$ cat config.mk
export PLATFORM = sky130hd
export DESIGN_NAME = npc_ctrl
export DESIGN_NICKNAME = d
export VERILOG_FILES = /design/src/rtl/npc_pkg.sv /design/src/rtl/npc_ctrl.sv
export SDC_FILE = /design/constraint.sdc
export NUM_CORES = 1
export LEC_CHECK = 0
export ABC_AREA = 1
export ABC_CLOCK_PERIOD_IN_PS = 1600
export BUFFER_PORTS_ARGS = -buffer_cell sky130_fd_sc_hd__buf_2
export CORE_AREA = 2 2 39 41
export DETAILED_ROUTE_END_ITERATION = 10
export DIE_AREA = 0 0 41 43
export HOLD_SLACK_MARGIN = 0.08
export PLACE_DENSITY_LB_ADDON = 0.12
export SLEW_MARGIN = 20
export SYNTH_ARGS = -nofsm -noshare
export SYNTH_HDL_FRONTEND = slang
export SYNTH_SLANG_ARGS = --single-unit
export TNS_END_PERCENT = 30
$ cat constraint.sdc
create_clock -name i_clk -period 1.6 [get_ports i_clk]
set_input_delay 0.16 -clock i_clk [delete_from_list [all_inputs] [get_ports i_clk]]
set_output_delay 0.16 -clock i_clk [all_outputs]
set_load 0.01 [all_outputs]
$ cat src/rtl/npc_pkg.sv
// Shared types and constants for the nearest palette color block.
// Used by npc_ctrl, npc_dpath and the top level; no dependencies of its own.
package npc_pkg;

    localparam int PALETTE_ENTRIES = 256;
    localparam int ADDR_W          = $clog2(PALETTE_ENTRIES);
    localparam int IDX_W           = 8;
    localparam int CHAN_W          = 8;
    localparam int COLOR_W         = 3 * CHAN_W;
    localparam int SQ_W            = 2 * CHAN_W;
    localparam int DIST_W          = 18;

    localparam logic CMD_WRITE = 1'b0;
    localparam logic CMD_MATCH = 1'b1;

    typedef enum logic [1:0] {
        ST_IDLE,
        ST_SCAN,
        ST_DRAIN,
        ST_RESULT
    } t_state;

    // controller -> datapath
    typedef struct packed {
        logic write_entry;
        logic start_query;
        logic issue;
        logic load_out;
    } t_dp_cmd;

    // datapath -> controller
    typedef struct packed {
        logic addr_last;
        logic scan_done;
        logic out_busy;
    } t_dp_stat;

endpackage

$ cat src/rtl/npc_ctrl.sv
// Sequencer for the nearest palette color block: accepts items, runs the scan,
// hands the result to the output register. Depends on npc_pkg.
module npc_ctrl (
    input  logic              i_clk,
    input  logic              i_rst_n,
    input  logic              i_valid,
    input  logic              i_cmd,
    output logic              o_ready,
    output npc_pkg::t_dp_cmd  o_dp_cmd,
    input  npc_pkg::t_dp_stat i_dp_stat
);
    import npc_pkg::*;

    t_state r_state;
    t_state n_state;
    logic   accept;

    assign o_ready = (r_state == ST_IDLE);
    assign accept  = i_valid && o_ready;

    always_ff @(posedge i_clk) begin
        if (!i_rst_n) begin
            r_state <= ST_IDLE;
        end else begin
            r_state <= n_state;
        end
    end

    always_comb begin
        n_state = r_state;
        unique case (r_state)
            ST_IDLE: begin
                if (accept && i_cmd == CMD_MATCH) begin
                    n_state = ST_SCAN;
                end
            end
            ST_SCAN: begin
                if (i_dp_stat.addr_last) begin
                    n_state = ST_DRAIN;
                end
            end
            ST_DRAIN: begin
                if (i_dp_stat.scan_done) begin
                    n_state = ST_RESULT;
                end
            end
            ST_RESULT: begin
                if (!i_dp_stat.out_busy) begin
                    n_state = ST_IDLE;
                end
            end
            default: n_state = ST_IDLE;
        endcase
    end

    always_comb begin
        o_dp_cmd = '0;
        unique case (r_state)
            ST_IDLE: begin
                o_dp_cmd.write_entry = accept && (i_cmd == CMD_WRITE);
                o_dp_cmd.start_query = accept && (i_cmd == CMD_MATCH);
            end
            ST_SCAN: begin
                o_dp_cmd.issue = 1'b1;
            end
            ST_DRAIN: begin
                o_dp_cmd = '0;
            end
            ST_RESULT: begin
                o_dp_cmd.load_out = !i_dp_stat.out_busy;
            end
            default: o_dp_cmd = '0;
        endcase
    end

endmodule

Word level (Yosys, flattened, before mapping):

Cells that the tools add are included.

* bits of input ports: 7
* output and inout bits: 5
* register bits: 2
* word-level logic and storage cells: 23

* bitwise gates (word level): 1
* mux-type cells: 8
* equality and inequality tests: 7
* reduce and logical (&&, ||, !) cells: 6

Operators by type and width (count)
* 2-bit 2-to-1 mux: 5
* 2-bit one-hot mux with 4 select lines: 1
* 2-bit inequality test, second input constant: 3
* 2-bit == test, second input constant: 2
* 4-bit AND reduction: 1
* 1-bit logical AND: 3
* 2-bit by 1-bit == test with 1-bit output, second input constant: 1
* 2-bit logical NOT: 1
* 1-bit 2-to-1 mux: 2
* 2-bit by 1-bit inequality test with 1-bit output, second input constant: 1
* 1-bit logical NOT: 1
* 1-bit inverter: 1

Depth between registers and ports, before layout:

* depth in word-level cells: 5
* mapped depth: 8
* mapped depth without buffers: 8

Least setup slack after synthesis:

No wires, ideal clock.

* kind: register to output
* start point: register r_state[0]
* end point: output o_dp_cmd[2] in the netlist's numbering
* path slack: 0.431 ns
* cell stages (with the launch flop): 5
* path buffers: 0
* required time: 1.440 ns
* arrival: 1.009 ns
* cell sequence: dfxtp_1 > inv_1 > ha_1 > inv_1 > nor3_1

RTL lines
* start: declaration: RTL line npc_ctrl.sv:14 `t_state r_state;`
* start signal: assignment: RTL line npc_ctrl.sv:25 `r_state <= n_state;`
* end: declaration: RTL line npc_ctrl.sv:9 `output npc_pkg::t_dp_cmd o_dp_cmd,`

==> impl_metrics.env <==
export IMPL_io_pins=12
export IMPL_fin_nets=66
export IMPL_clock_root_buffer="clkbuf_4"
export IMPL_numCtsBuffers=3
export IMPL_synth_largest_area_cell="ha_1"
export IMPL_r2r_slack_ns=0.33
export IMPL_clkSlewWorstSetupHoldPaths_ns=0.03
export IMPL_min_path_cells=3
export IMPL_num_vias=242
export IMPL_regMostFlops="r_state"
export IMPL_rsz0062_at_grt="no"
export IMPL_peakVddDrop_uv=520.7
export IMPL_ys_ff_latch=2
export IMPL_synth_top_area_share=0.2632
export IMPL_seq_area_frac_synth=0.1684
export IMPL_placed_area_um2=312.8
export IMPL_power_density_mw_per_mm2=1637
export IMPL_drt_wl_total_um=489
export IMPL_top_regs="r_state: 2 flops"
export IMPL_path_common_cell="inv_1"
export IMPL_grt_start_max_net_pins=5
export IMPL_rr_worst_depth=8
export IMPL_h_tree_depth=1
export IMPL_core_area_mm2=0.001384
export IMPL_slew_violations=0
export IMPL_die_area_mm2=0.001763
export IMPL_die_h_um=43
export IMPL_place_ws_ns=0.2961
export IMPL_timing_worst_setup_path_type="flop to primary output"
export IMPL_path_buf_inv=3
export IMPL_max_freq_mhz=735.6
export IMPL_first_iter_violations=0
export IMPL_holdCritStartpoint="i_rst_n"
export IMPL_clock_latency_ns=0.22
export IMPL_synthTopCellsByArea="ha_1, inv_1, dfxtp_1, nor2_1, nand2_1"
export IMPL_relSlewSlack=0.8896
export IMPL_cts_buffer_depth=2
export IMPL_period_needed_ns=1.359
export IMPL_cp_arrival_ns=1.20
export IMPL_endpoint_kind="primary output"
export IMPL_ys_warn_count=0
export IMPL_crit_fanout=4
export IMPL_setup_violations=0
export IMPL_holdPathEnd="r_state[0]"
export IMPL_syn_inst=38
export IMPL_outcome="completed"
export IMPL_place_congestion=0.7031
export IMPL_r2r_end="r_state[0]"
export IMPL_drt_drc_violations_left=0
export IMPL_stdcell_count=68
export IMPL_placed_cells=65
export IMPL_fin_worst_skew_ns=0.003616
export IMPL_grt_pass1_wl_um=828
export IMPL_largest_register_ff_count=2
export IMPL_cp_required_ns=1.44
export IMPL_dp_hpwl_um=420.8
export IMPL_grt_pass1_vias=232
export IMPL_max_stage_delay_ns=0.33
export IMPL_r2r_start="r_state[0]"
export IMPL_tightestPinTransition_ns=0.1650
export IMPL_synth_distinct_cells=10
export IMPL_crit_slowest_cell="dfxtp_1"
export IMPL_viasPerCell=3.559
export IMPL_numPortBuffers=11
export IMPL_crit_path_start_kind="flop"
export IMPL_critPathTopFamily="flip-flops"
export IMPL_fin_setup_tns_ns=0
export IMPL_first_pass_iters=1
export IMPL_ant_nets=0
export IMPL_hold_viol=0
export IMPL_mostFrequentLayoutCells="inv_1, buf_2, nor2_1"
export IMPL_postCtsResizedCells=0
export IMPL_fin_ws_ns=0.2406
export IMPL_worstHoldPathType="input pin to flop"
export IMPL_drive_above_1_share=0.3462
export IMPL_path_cells="inv_1 -> ha_1 -> inv_1 -> nor3_1 -> buf_2"
export IMPL_p_leak_nw=0.2124
export IMPL_cap_violations=0
export IMPL_antenna_found_initial=0
export IMPL_cts_setup_buffers=0
export IMPL_grt_usage=0.07007
export IMPL_synth_fp_nets=50
export IMPL_rows=14
export IMPL_finalInstanceArea_um2=335.3
export IMPL_tritoncts="done"
export IMPL_fp_dieW_um=41
export IMPL_synthesis_area_um2=237.7
export IMPL_holdBufCountCts=0
export IMPL_grt_overflow=0
export IMPL_area_growth_syn_to_layout_pct=41.05
export IMPL_avgSynthCellArea_um2=6.256
export IMPL_start_util=0.1718
export IMPL_cts_sinks=2
export IMPL_wl_per_cell_um=7.191
export IMPL_fin_crit_sh=0.8496
export IMPL_insertedDiodeCount=0
-- worst max-delay path by stage --
| stage | from | endpoint | slack, ns | depth (start not counted) |
|---|---|---|---|---|
| after detailed placement | r_state[1] | r_state[1] | 0.30 | 8 |
| final | r_state[1] | o_dp_cmd[2] | 0.24 | 5 |
| after global routing | r_state[0] | o_dp_cmd[3] | 0.06 | 5 |
| after CTS | r_state[1] | o_dp_cmd[3] | 0.20 | 5 |
| after floorplan | r_state[0] | o_dp_cmd[2] | 0.43 | 4 |
| after global placement | r_state[1] | r_state[1] | 0.29 | 8 |
-- synthesized netlist by cell type --
cell,instances
a21oi_2,1
dfxtp_1,2
ha_1,5
inv_1,11
nand2_1,5
nand2_2,1
nand3_1,3
nor2_1,6
nor2_2,2
nor3_1,2
-- per-stage QoR --
step                total power, mW    util  hold WS, ns
finish                       0.5489  0.2423       0.1762
global route                 0.6336  0.2423       0.1884
CTS                          0.5695  0.2423       0.1709
detailed placement           0.4522  0.2260       0.4050
global placement             0.4626  0.2260       0.4054
floorplan                    0.3584       -       0.2948
-- worst register-to-register path, cell delays in order, from the launching register on --
cell and delay (ns):
dfxtp_1 0.37, inv_1 0.10, ha_1 0.23, nand2_2 0.08, nand2_1 0.04, nor2_1 0.14
nand3_1 0.10, nand2_1 0.08, nor2_2 0.03
-- cell families (layout without fill, tap and decap cells) --
logic type,Yosys count,in the layout,share of synthesized area
AOI/OAI and AO/OA,1,1,0.03685
adders and majority gates,5,5,0.2632
buffers and inverters,11,25,0.1737
DFF,2,2,0.1684
and+or+nand+nor,19,19,0.3579
-- layer usage --
metal,global-route usage,vias up,routed length [µm]
li1,-,140,-
met1,0.07643,98,232
met2,0.1063,4,241
met3,0.01571,0,16
met4,0.06000,0,0
met5,0,-,0
-- where the power goes --
| part | internal [mW] | switching (mW) | total (mW) |
|---|---|---|---|
| Combinational | 0.137 | 0.205 | 0.342 |
| Clock | 0.0824 | 0.0249 | 0.107 |
| Sequential | 0.0744 | 0.0250 | 0.0994 |
| Total | 0.294 | 0.255 | 0.549 |
-- area by class of cell --
type / instances / area, µm²
fill: 170 / 1049
multi-input combinational: 25 / 156.4
timing repair buffer: 11 / 55.05
inverter: 11 / 41.29
sequential: 2 / 40.04
clock buffer: 3 / 22.52
tap: 16 / 20.02
(Power assumes the default switching activity.)
